### src/spls_pkg.sv
// spls_pkg: command codes, register offsets and bit positions of the serial port
`default_nettype none

package spls_pkg;

  // bus / link command codes
  localparam logic [1:0] CMD_READ  = 2'd0;
  localparam logic [1:0] CMD_WRITE = 2'd1;
  localparam logic [1:0] CMD_TICK  = 2'd2;

  // register byte offsets
  localparam logic [3:0] OFS_DATA    = 4'h0;
  localparam logic [3:0] OFS_STATUS  = 4'h4;
  localparam logic [3:0] OFS_MODE    = 4'h8;
  localparam logic [3:0] OFS_CONTROL = 4'hA;
  localparam logic [3:0] OFS_BAUD    = 4'hE;

  localparam logic [15:0] BAUD_RESET = 16'h00DC;
  localparam logic [31:0] READ_ONES  = 32'hFFFF_FFFF;

  // control register bits
  localparam int CTL_TXEN    = 0;
  localparam int CTL_DTR     = 1;
  localparam int CTL_RXEN    = 2;
  localparam int CTL_ACK     = 4;
  localparam int CTL_RTS     = 5;
  localparam int CTL_RESET   = 6;
  localparam int CTL_RXIM_LO = 8;
  localparam int CTL_RXIM_HI = 9;
  localparam int CTL_TXIE    = 10;
  localparam int CTL_RXIE    = 11;
  localparam int CTL_DSRIE   = 12;

  // status word bits
  localparam int STS_TXRDY   = 0;
  localparam int STS_RXNE    = 1;
  localparam int STS_TXIDLE  = 2;
  localparam int STS_OVERRUN = 4;
  localparam int STS_DSR     = 7;
  localparam int STS_CTS     = 8;
  localparam int STS_INTR    = 9;

  // received sync byte bits
  localparam int SYN_DATA = 0;
  localparam int SYN_DTR  = 1;
  localparam int SYN_RTS  = 2;

  // peer fifo count register width (sync byte count field is five bits)
  localparam int PEER_W   = 6;
  localparam int MAX_POP  = 7;

endpackage

`default_nettype wire

### src/serial_port_with_link_sync.sv
// serial_port_with_link_sync: bus register port with receive fifo and synchronized link side
//
//  channel | handshake          | payload
//  --------+--------------------+-------------------------------------------------------
//  in      | in_valid, in_stall | cmd, offset, pop_len, wdata, link_up, rx_valid,
//          |                    | rx_sync, rx_byte
//  out     | out_valid,out_stall| rdata, tx_send, tx_sync, tx_byte, irq
//
//  one item per clock cycle sustained while the output is not stalled; each item gives exactly one result item
//  an item passes the input register, then the single-pass update into the result register
//  the receive fifo is a shift line of FIFO_DEPTH bytes; a data read shifts it by up to seven
//  synchronous reset returns all control and link state to its reset values; fifo bytes are not cleared
//  a stalled result holds the input register, which then stalls the input side
`default_nettype none

module serial_port_with_link_sync
  import spls_pkg::*;
#(
  parameter int FIFO_DEPTH = 32
) (
  input  wire logic        clk,
  input  wire logic        rst,
  // input channel
  input  wire logic        in_valid,
  output logic             in_stall,
  input  wire logic [1:0]  cmd,
  input  wire logic [3:0]  offset,
  input  wire logic [2:0]  pop_len,
  input  wire logic [31:0] wdata,
  input  wire logic        link_up,
  input  wire logic        rx_valid,
  input  wire logic [7:0]  rx_sync,
  input  wire logic [7:0]  rx_byte,
  // output channel
  output logic             out_valid,
  input  wire logic        out_stall,
  output logic [31:0]      rdata,
  output logic             tx_send,
  output logic [7:0]       tx_sync,
  output logic [7:0]       tx_byte,
  output logic             irq
);

  // count holds 0..FIFO_DEPTH, index addresses one entry
  localparam int CW = $clog2(FIFO_DEPTH + 1);
  localparam int IW = $clog2(FIFO_DEPTH);
  localparam logic [CW-1:0]     DEPTH_C = CW'(FIFO_DEPTH);
  localparam logic [PEER_W-1:0] DEPTH_P = PEER_W'(FIFO_DEPTH);

  // ---------------------------------------------------------------------------
  // input register
  // ---------------------------------------------------------------------------
  logic        s1_valid;
  logic [1:0]  s1_cmd;
  logic [3:0]  s1_offset;
  logic [2:0]  s1_pop_len;
  logic [31:0] s1_wdata;
  logic        s1_link_up;
  logic        s1_rx_valid;
  logic [7:0]  s1_rx_sync;
  logic [7:0]  s1_rx_byte;

  logic        s1_advance;
  logic        in_take;

  // the stage moves on when the result register is free or being emptied
  assign s1_advance = s1_valid && (!out_valid || !out_stall);
  assign in_stall   = s1_valid && !s1_advance;
  assign in_take    = in_valid && !in_stall;

  always_ff @(posedge clk) begin
    if (rst) begin
      s1_valid <= 1'b0;
    end else if (in_take) begin
      s1_valid <= 1'b1;
    end else if (s1_advance) begin
      s1_valid <= 1'b0;
    end
  end

  always_ff @(posedge clk) begin
    if (in_take) begin
      s1_cmd       <= cmd;
      s1_offset    <= offset;
      s1_pop_len   <= pop_len;
      s1_wdata     <= wdata;
      s1_link_up   <= link_up;
      s1_rx_valid  <= rx_valid;
      s1_rx_sync   <= rx_sync;
      s1_rx_byte   <= rx_byte;
    end
  end

  // ---------------------------------------------------------------------------
  // port state
  // ---------------------------------------------------------------------------
  logic [15:0]       control_reg, control_reg_next;
  logic [15:0]       mode_reg, mode_reg_next;
  logic [15:0]       baud_reg, baud_reg_next;
  logic [CW-1:0]     rx_count, rx_count_next;
  logic [7:0]        tx_hold, tx_hold_next;
  logic              tx_full, tx_full_next;
  logic              txen_latched, txen_latched_next;
  logic              overrun_flag, overrun_flag_next;
  logic              intr_flag, intr_flag_next;
  logic              irq_line, irq_line_next;
  logic              dsr_level, dsr_level_next;
  logic              cts_level, cts_level_next;
  logic              sent_dtr, sent_dtr_next;
  logic              sent_rts, sent_rts_next;
  logic [CW-1:0]     sent_count, sent_count_next;
  logic [PEER_W-1:0] peer_count, peer_count_next;
  logic              initial_sync_due, initial_sync_due_next;

  // receive fifo: entry 0 is the oldest byte
  logic [7:0] rx_store [FIFO_DEPTH];
  logic [7:0] shifted  [FIFO_DEPTH];
  logic [7:0] cand     [FIFO_DEPTH][MAX_POP+1];

  logic          do_pop;
  logic          do_push;
  logic [2:0]    pop_cnt;
  logic [IW-1:0] wr_idx;

  // result values
  logic [31:0] rdata_next;
  logic        tx_send_next;
  logic [7:0]  tx_sync_next;
  logic [7:0]  tx_byte_next;

  // helpers
  logic [31:0]       status_word;
  logic [31:0]       fifo_word;
  logic [3:0]        rx_thr;
  logic              tx_go;
  logic              reply;
  logic [5:0]        count6;

  // each entry picks the entry pop_cnt places further up
  for (genvar gi = 0; gi < FIFO_DEPTH; gi++) begin : g_shift
    for (genvar gk = 0; gk <= MAX_POP; gk++) begin : g_tap
      if (gi + gk < FIFO_DEPTH) begin : g_in
        assign cand[gi][gk] = rx_store[gi + gk];
      end else begin : g_out
        assign cand[gi][gk] = rx_store[gi];
      end
    end
    assign shifted[gi] = cand[gi][pop_cnt];
  end

  // pop count is min(pop_len, fill)
  assign pop_cnt = (CW'(s1_pop_len) < rx_count) ? s1_pop_len : 3'(rx_count);
  assign wr_idx  = rx_count[IW-1:0];

  // up to four oldest bytes, little-endian, bytes past the fill read as zero
  always_comb begin
    fifo_word = '0;
    for (int i = 0; i < 4; i++) begin
      if (CW'(i) < rx_count) begin
        fifo_word[8*i +: 8] = rx_store[i];
      end
    end
  end

  always_comb begin
    status_word = '0;
    status_word[STS_TXRDY]   = !tx_full && cts_level;
    status_word[STS_RXNE]    = (rx_count != '0);
    status_word[STS_TXIDLE]  = !tx_full;
    status_word[STS_OVERRUN] = overrun_flag;
    status_word[STS_DSR]     = dsr_level;
    status_word[STS_CTS]     = cts_level;
    status_word[STS_INTR]    = intr_flag;
  end

  // rx interrupt threshold 1, 2, 4 or 8
  assign rx_thr = 4'd1 << control_reg[CTL_RXIM_HI:CTL_RXIM_LO];

  // ---------------------------------------------------------------------------
  // single-pass update for one item
  // ---------------------------------------------------------------------------
  always_comb begin
    control_reg_next      = control_reg;
    mode_reg_next         = mode_reg;
    baud_reg_next         = baud_reg;
    rx_count_next         = rx_count;
    tx_hold_next          = tx_hold;
    tx_full_next          = tx_full;
    txen_latched_next     = txen_latched;
    overrun_flag_next     = overrun_flag;
    intr_flag_next        = intr_flag;
    irq_line_next         = irq_line;
    dsr_level_next        = dsr_level;
    cts_level_next        = cts_level;
    sent_dtr_next         = sent_dtr;
    sent_rts_next         = sent_rts;
    sent_count_next       = sent_count;
    peer_count_next       = peer_count;
    initial_sync_due_next = initial_sync_due;
    do_pop                = 1'b0;
    do_push               = 1'b0;
    rdata_next            = '0;
    tx_send_next          = 1'b0;
    tx_sync_next          = '0;
    tx_byte_next          = '0;
    tx_go                 = 1'b0;
    reply                 = 1'b0;
    count6                = '0;

    case (s1_cmd)
      CMD_READ: begin
        case (s1_offset)
          OFS_DATA: begin
            if (rx_count == '0) begin
              // empty fifo reads all ones and pops nothing
              rdata_next = READ_ONES;
            end else begin
              rdata_next    = fifo_word;
              do_pop        = 1'b1;
              rx_count_next = rx_count - CW'(pop_cnt);
            end
          end
          OFS_STATUS:  rdata_next = status_word;
          OFS_MODE:    rdata_next = 32'(mode_reg);
          OFS_CONTROL: rdata_next = 32'(control_reg);
          OFS_BAUD:    rdata_next = 32'(baud_reg);
          default:     rdata_next = READ_ONES;
        endcase
      end

      CMD_WRITE: begin
        case (s1_offset)
          OFS_DATA: begin
            // a write while full overwrites the holding byte
            tx_hold_next = s1_wdata[7:0];
            tx_full_next = 1'b1;
          end
          OFS_CONTROL: begin
            if (s1_wdata[CTL_RESET]) begin
              // soft reset also clears control, so ack and rx enable read as zero
              control_reg_next  = '0;
              mode_reg_next     = '0;
              baud_reg_next     = BAUD_RESET;
              rx_count_next     = '0;
              overrun_flag_next = 1'b0;
              intr_flag_next    = 1'b0;
              tx_hold_next      = '0;
              tx_full_next      = 1'b0;
            end else begin
              control_reg_next = s1_wdata[15:0];
              if (s1_wdata[CTL_ACK]) begin
                overrun_flag_next = 1'b0;
                intr_flag_next    = 1'b0;
                irq_line_next     = 1'b0;
              end
              if (!s1_wdata[CTL_RXEN]) begin
                rx_count_next     = '0;
                overrun_flag_next = 1'b0;
              end
            end
          end
          OFS_MODE: mode_reg_next = s1_wdata[15:0];
          OFS_BAUD: baud_reg_next = s1_wdata[15:0];
          default: ;
        endcase
      end

      CMD_TICK: begin
        if (!s1_link_up) begin
          cts_level_next = 1'b1;
          dsr_level_next = 1'b0;
          sent_dtr_next  = 1'b0;
          sent_rts_next  = 1'b0;
        end else begin
          reply                 = initial_sync_due;
          initial_sync_due_next = 1'b0;
          if (s1_rx_valid) begin
            if (s1_rx_sync[SYN_DATA]) begin
              reply = 1'b1;
              if (rx_count >= DEPTH_C) begin
                overrun_flag_next = 1'b1;
              end else begin
                do_push       = 1'b1;
                rx_count_next = rx_count + CW'(1);
              end
              if (control_reg[CTL_RXIE] && !intr_flag && rx_count_next >= CW'(rx_thr)) begin
                intr_flag_next = 1'b1;
                irq_line_next  = 1'b1;
              end
            end
            // dsr rising edge interrupt
            if (s1_rx_sync[SYN_DTR] && !dsr_level && control_reg[CTL_DSRIE]) begin
              intr_flag_next = 1'b1;
              irq_line_next  = 1'b1;
            end
            dsr_level_next  = s1_rx_sync[SYN_DTR];
            cts_level_next  = s1_rx_sync[SYN_RTS];
            peer_count_next = PEER_W'(s1_rx_sync[7:3]);
          end

          tx_go = (control_reg[CTL_TXEN] || txen_latched) && cts_level_next && tx_full
                  && (peer_count_next < DEPTH_P);
          txen_latched_next = control_reg[CTL_TXEN];

          // send a pair when anything the peer sees has changed, a byte is to go out or a reply is due
          if (control_reg[CTL_DTR] != sent_dtr || control_reg[CTL_RTS] != sent_rts
              || rx_count_next != sent_count || tx_go || reply) begin
            sent_dtr_next   = control_reg[CTL_DTR];
            sent_rts_next   = control_reg[CTL_RTS];
            sent_count_next = rx_count_next;
            count6          = 6'(rx_count_next);
            tx_send_next    = 1'b1;
            tx_sync_next    = {count6[4:0], control_reg[CTL_RTS], control_reg[CTL_DTR], tx_go};
            if (tx_go) begin
              peer_count_next = peer_count_next + PEER_W'(1);
              tx_byte_next    = tx_hold;
              tx_full_next    = 1'b0;
              if (control_reg[CTL_TXIE]) begin
                intr_flag_next = 1'b1;
                irq_line_next  = 1'b1;
              end
            end
          end
        end
      end

      default: ;
    endcase
  end

  // state commit
  always_ff @(posedge clk) begin
    if (rst) begin
      control_reg      <= '0;
      mode_reg         <= '0;
      baud_reg         <= BAUD_RESET;
      rx_count         <= '0;
      tx_hold          <= '0;
      tx_full          <= 1'b0;
      txen_latched     <= 1'b0;
      overrun_flag     <= 1'b0;
      intr_flag        <= 1'b0;
      irq_line         <= 1'b0;
      dsr_level        <= 1'b0;
      cts_level        <= 1'b0;
      sent_dtr         <= 1'b0;
      sent_rts         <= 1'b0;
      sent_count       <= '0;
      peer_count       <= '0;
      initial_sync_due <= 1'b1;
    end else if (s1_advance) begin
      control_reg      <= control_reg_next;
      mode_reg         <= mode_reg_next;
      baud_reg         <= baud_reg_next;
      rx_count         <= rx_count_next;
      tx_hold          <= tx_hold_next;
      tx_full          <= tx_full_next;
      txen_latched     <= txen_latched_next;
      overrun_flag     <= overrun_flag_next;
      intr_flag        <= intr_flag_next;
      irq_line         <= irq_line_next;
      dsr_level        <= dsr_level_next;
      cts_level        <= cts_level_next;
      sent_dtr         <= sent_dtr_next;
      sent_rts         <= sent_rts_next;
      sent_count       <= sent_count_next;
      peer_count       <= peer_count_next;
      initial_sync_due <= initial_sync_due_next;
    end
  end

  // fifo bytes: shift down on a pop, write at the fill position on a push
  always_ff @(posedge clk) begin
    if (s1_advance && do_pop) begin
      rx_store <= shifted;
    end else if (s1_advance && do_push) begin
      rx_store[wr_idx] <= s1_rx_byte;
    end
  end

  // ---------------------------------------------------------------------------
  // result register
  // ---------------------------------------------------------------------------
  always_ff @(posedge clk) begin
    if (rst) begin
      out_valid <= 1'b0;
    end else if (s1_advance) begin
      out_valid <= 1'b1;
    end else if (!out_stall) begin
      out_valid <= 1'b0;
    end
  end

  always_ff @(posedge clk) begin
    if (s1_advance) begin
      rdata   <= rdata_next;
      tx_send <= tx_send_next;
      tx_sync <= tx_sync_next;
      tx_byte <= tx_byte_next;
      irq     <= irq_line_next;
    end
  end

endmodule

`default_nettype wire
### config.mk
export PLATFORM = sky130hd
export DESIGN_NAME = serial_port_with_link_sync
export DESIGN_NICKNAME = d
export VERILOG_FILES = /design/src/spls_pkg.sv /design/src/serial_port_with_link_sync.sv
export SDC_FILE = /design/constraint.sdc
export NUM_CORES = 1
export LEC_CHECK = 0
export BUFFER_PORTS_ARGS = -buffer_cell sky130_fd_sc_hd__buf_2
export CELL_PAD_IN_SITES_DETAIL_PLACEMENT = 2
export CELL_PAD_IN_SITES_GLOBAL_PLACEMENT = 2
export CORE_UTILIZATION = 36
export CTS_CLUSTER_SIZE = 12
export DETAILED_ROUTE_END_ITERATION = 10
export HOLD_SLACK_MARGIN = 0.12
export PLACE_DENSITY_LB_ADDON = 0.1
export SLEW_MARGIN = 20
export SYNTH_ARGS = -nofsm -noshare
export SYNTH_HDL_FRONTEND = slang
export SYNTH_SLANG_ARGS = --single-unit
### constraint.sdc
create_clock -name clk -period 13.06 [get_ports clk]
set_input_delay 0.653 -clock clk [delete_from_list [all_inputs] [get_ports clk]]
set_output_delay 0.653 -clock clk [all_outputs]
set_load 0.1 [all_outputs]
==> metrics <==
metal2 WL 53850 um; IO Pins 115; worst-margin pin slew 1.186 ns; Warnings, synthesis 0; layout cell share with drive strength beyond 1 0.1706; clk_skew 0.03787 ns; Post-synth top flop edfxtp_1; grt ovf 0; total CTS buffers 53; min cycle time layout 6.442 ns; die width 278.8 um; Clk Tree Root Cell clkbuf_16; Resized cells post-CTS 0; final number of setup-violating endpoints 0; Yosys reg bits 434; top post-synthesis cells by area edfxtp_1 (38%), mux2i_1 (9.0%), mux2_2 (7.8%); wl on met1 52870 um; CP Capture Type flop; Yosys cell types 74; WL/cell 30.56 um; Port Buffers 98; Die Y-Extent 278.8 um; global placement routability congestion 0.8868; CTS clk-pin slew, worst paths 0.06 ns; Static Leakage 10.66 nW; synth cell count leaders edfxtp_1 (349), nand3_1 (305), nand2_1 (281); status finished clean; EDFF count, synth 349; critical path data arrival time 6.77 ns; Worst IR Drop VDD 0.00009085 V; Final ANT Viol Nets 0; cell area after synthesis 27590 um^2; # H-tree levels 2; # Post-CTS Setup Buffers 0; CTS tree yes; count leader, synth edfxtp_1; crit share post-route 0.4933; wire length of the first global-routing pass 172500 um; DP Wirelength 80100 um; syn_nets 2862; drt pass-1 iters 5; largest net degree at the start of global routing 211; via count 24463; vias in the first global route 25689; post-route cell area 30640 um^2; cell row count 101; DR WL met3 6578 um; FMAX 0.1552 GHz; Starting Density 0.3633; fin nets 2814; total wire length 116300 um; RSZ-0062 raised after global routing false; DRC 0; Clock Path Buffers 3; max reg flops 256; Top Metal Used met5; worst path required time 13.39 ns; Hold Path Class in2reg; Tot GR Track Use 0.2927; clk sink count 434; critical path class reg2reg; DRC violation total after the first TritonRoute iteration 2185; top cell type's share of synthesized area 0.3798; Syn Inst Count 2779; Hold-fix buffers, CTS 0; Die Area 77750 um^2; CP Launch Type flop; Power Density 120.5 nW/um^2; final hold viol count 0; antenna violations before repair 7; DR vias/cell 6.429; CP Max Fanout 81; setup tns final 0 ns; Async SR Flop Fraction 0; clk_lat worst skew 0.64 ns; post-synth top area cell edfxtp_1; Area growth syn-to-layout 11.06%; Rel. slew slack 0.2091; sequential area share after synthesis 0.4415; maxcap violations 0; DP Area 28940 um^2; post-synthesis average cell area 9.928 um^2; Final Slew Violations 0; core area 75950 um^2
-- final timing paths --
| path | startpoint | endpoint | slack [ns] | cells past startpoint |
|---|---|---|---|---|
| worst max-delay path | rx_count[2]$_SDFFE_PP0P_ | cand[2046]$_DFFE_PP_ | 6.62 | 11 |
| worst min-delay path | rx_byte[7] | s1_rx_byte[7]$_DFFE_PP_ | 0.20 | 1 |
| worst max register to register | rx_count[2]$_SDFFE_PP0P_ | cand[2046]$_DFFE_PP_ | 6.62 | 11 |
| worst min register to register | mode_reg[13]$_SDFFE_PP0P_ | mode_reg[13]$_SDFFE_PP0P_ | 0.46 | 2 |
-- stage by stage --
stage          setup slack [ns]  total power [mW]  cells  utilization  hold WS (ns)
2_1_floorplan             8.144             2.041   2779            -        0.4226
3_3_place_gp              6.902             2.214   3705       0.3811        0.4312
3_5_place_dp              6.868             2.231   3705       0.3811        0.4520
4_1_cts                   6.854             3.703   3802       0.4031        0.1802
5_1_grt                   6.518             3.796   3803       0.4034        0.1930
6_report                  6.618             3.691   3805       0.4034        0.1991
-- cell usage in the layout, fill, tap and decap left out, drive strengths merged, types with 23 or more instances in the layout --
cell	Yosys	routed
dfxtp	85	85
a221o	23	23
nand2	282	282
o2111ai	122	122
a32oi	33	33
mux2	194	194
a21oi	108	108
nor2	144	144
a22oi	40	40
edfxtp	349	349
o22ai	34	34
and2	35	35
o21ai	57	57
a211o	26	26
mux2i	247	247
clkbuf	214	83
nand3	305	305
nor3	66	66
buf	63	173
o211ai	45	45
-- kinds of logic after synthesis --
family          share of synthesized area
flops                              0.4415
xor+xnor                         0.006530
buf+inv                           0.04426
mux                                0.1688
compound gates                     0.1745
simple gates                       0.1551
fa+ha+maj                        0.009342
-- layer usage --
layer / vias up / track usage
met5: - / 0
met4: 2 / 0.08481
met3: 174 / 0.03715
met2: 786 / 0.4696
met1: 12814 / 0.4113
li1: 10687 / -
-- critical path: stages, from the launching register on --
cell	delay (ns)
dfxtp_1	0.77
clkinv_1	0.45
ha_1	0.42
a21oi_1	0.07
o21bai_1	0.67
nand2_4	0.38
inv_8	0.66
buf_4	0.76
buf_4	0.89
mux2_2	0.48
mux2i_1	0.30
o211ai_1	0.13
-- area by class of cell --
type	instances	area (um^2)
fill	7963	45310
multi-input combinational	2045	14310
sequential	434	12180
clock buffer	82	1536
tap	1030	1289
timing repair buffer	174	1090
clock inverter	15	132.6
inverter	23	101.3
antenna	2	5.005
-- where the power goes --
group / switching, mW / internal [mW] / total [mW]
Sequential: 0.0221 / 1.50 / 1.52
Clock: 0.636 / 0.844 / 1.48
Combinational: 0.481 / 0.207 / 0.688
Note: power is estimated with default switching activity, not from simulation.
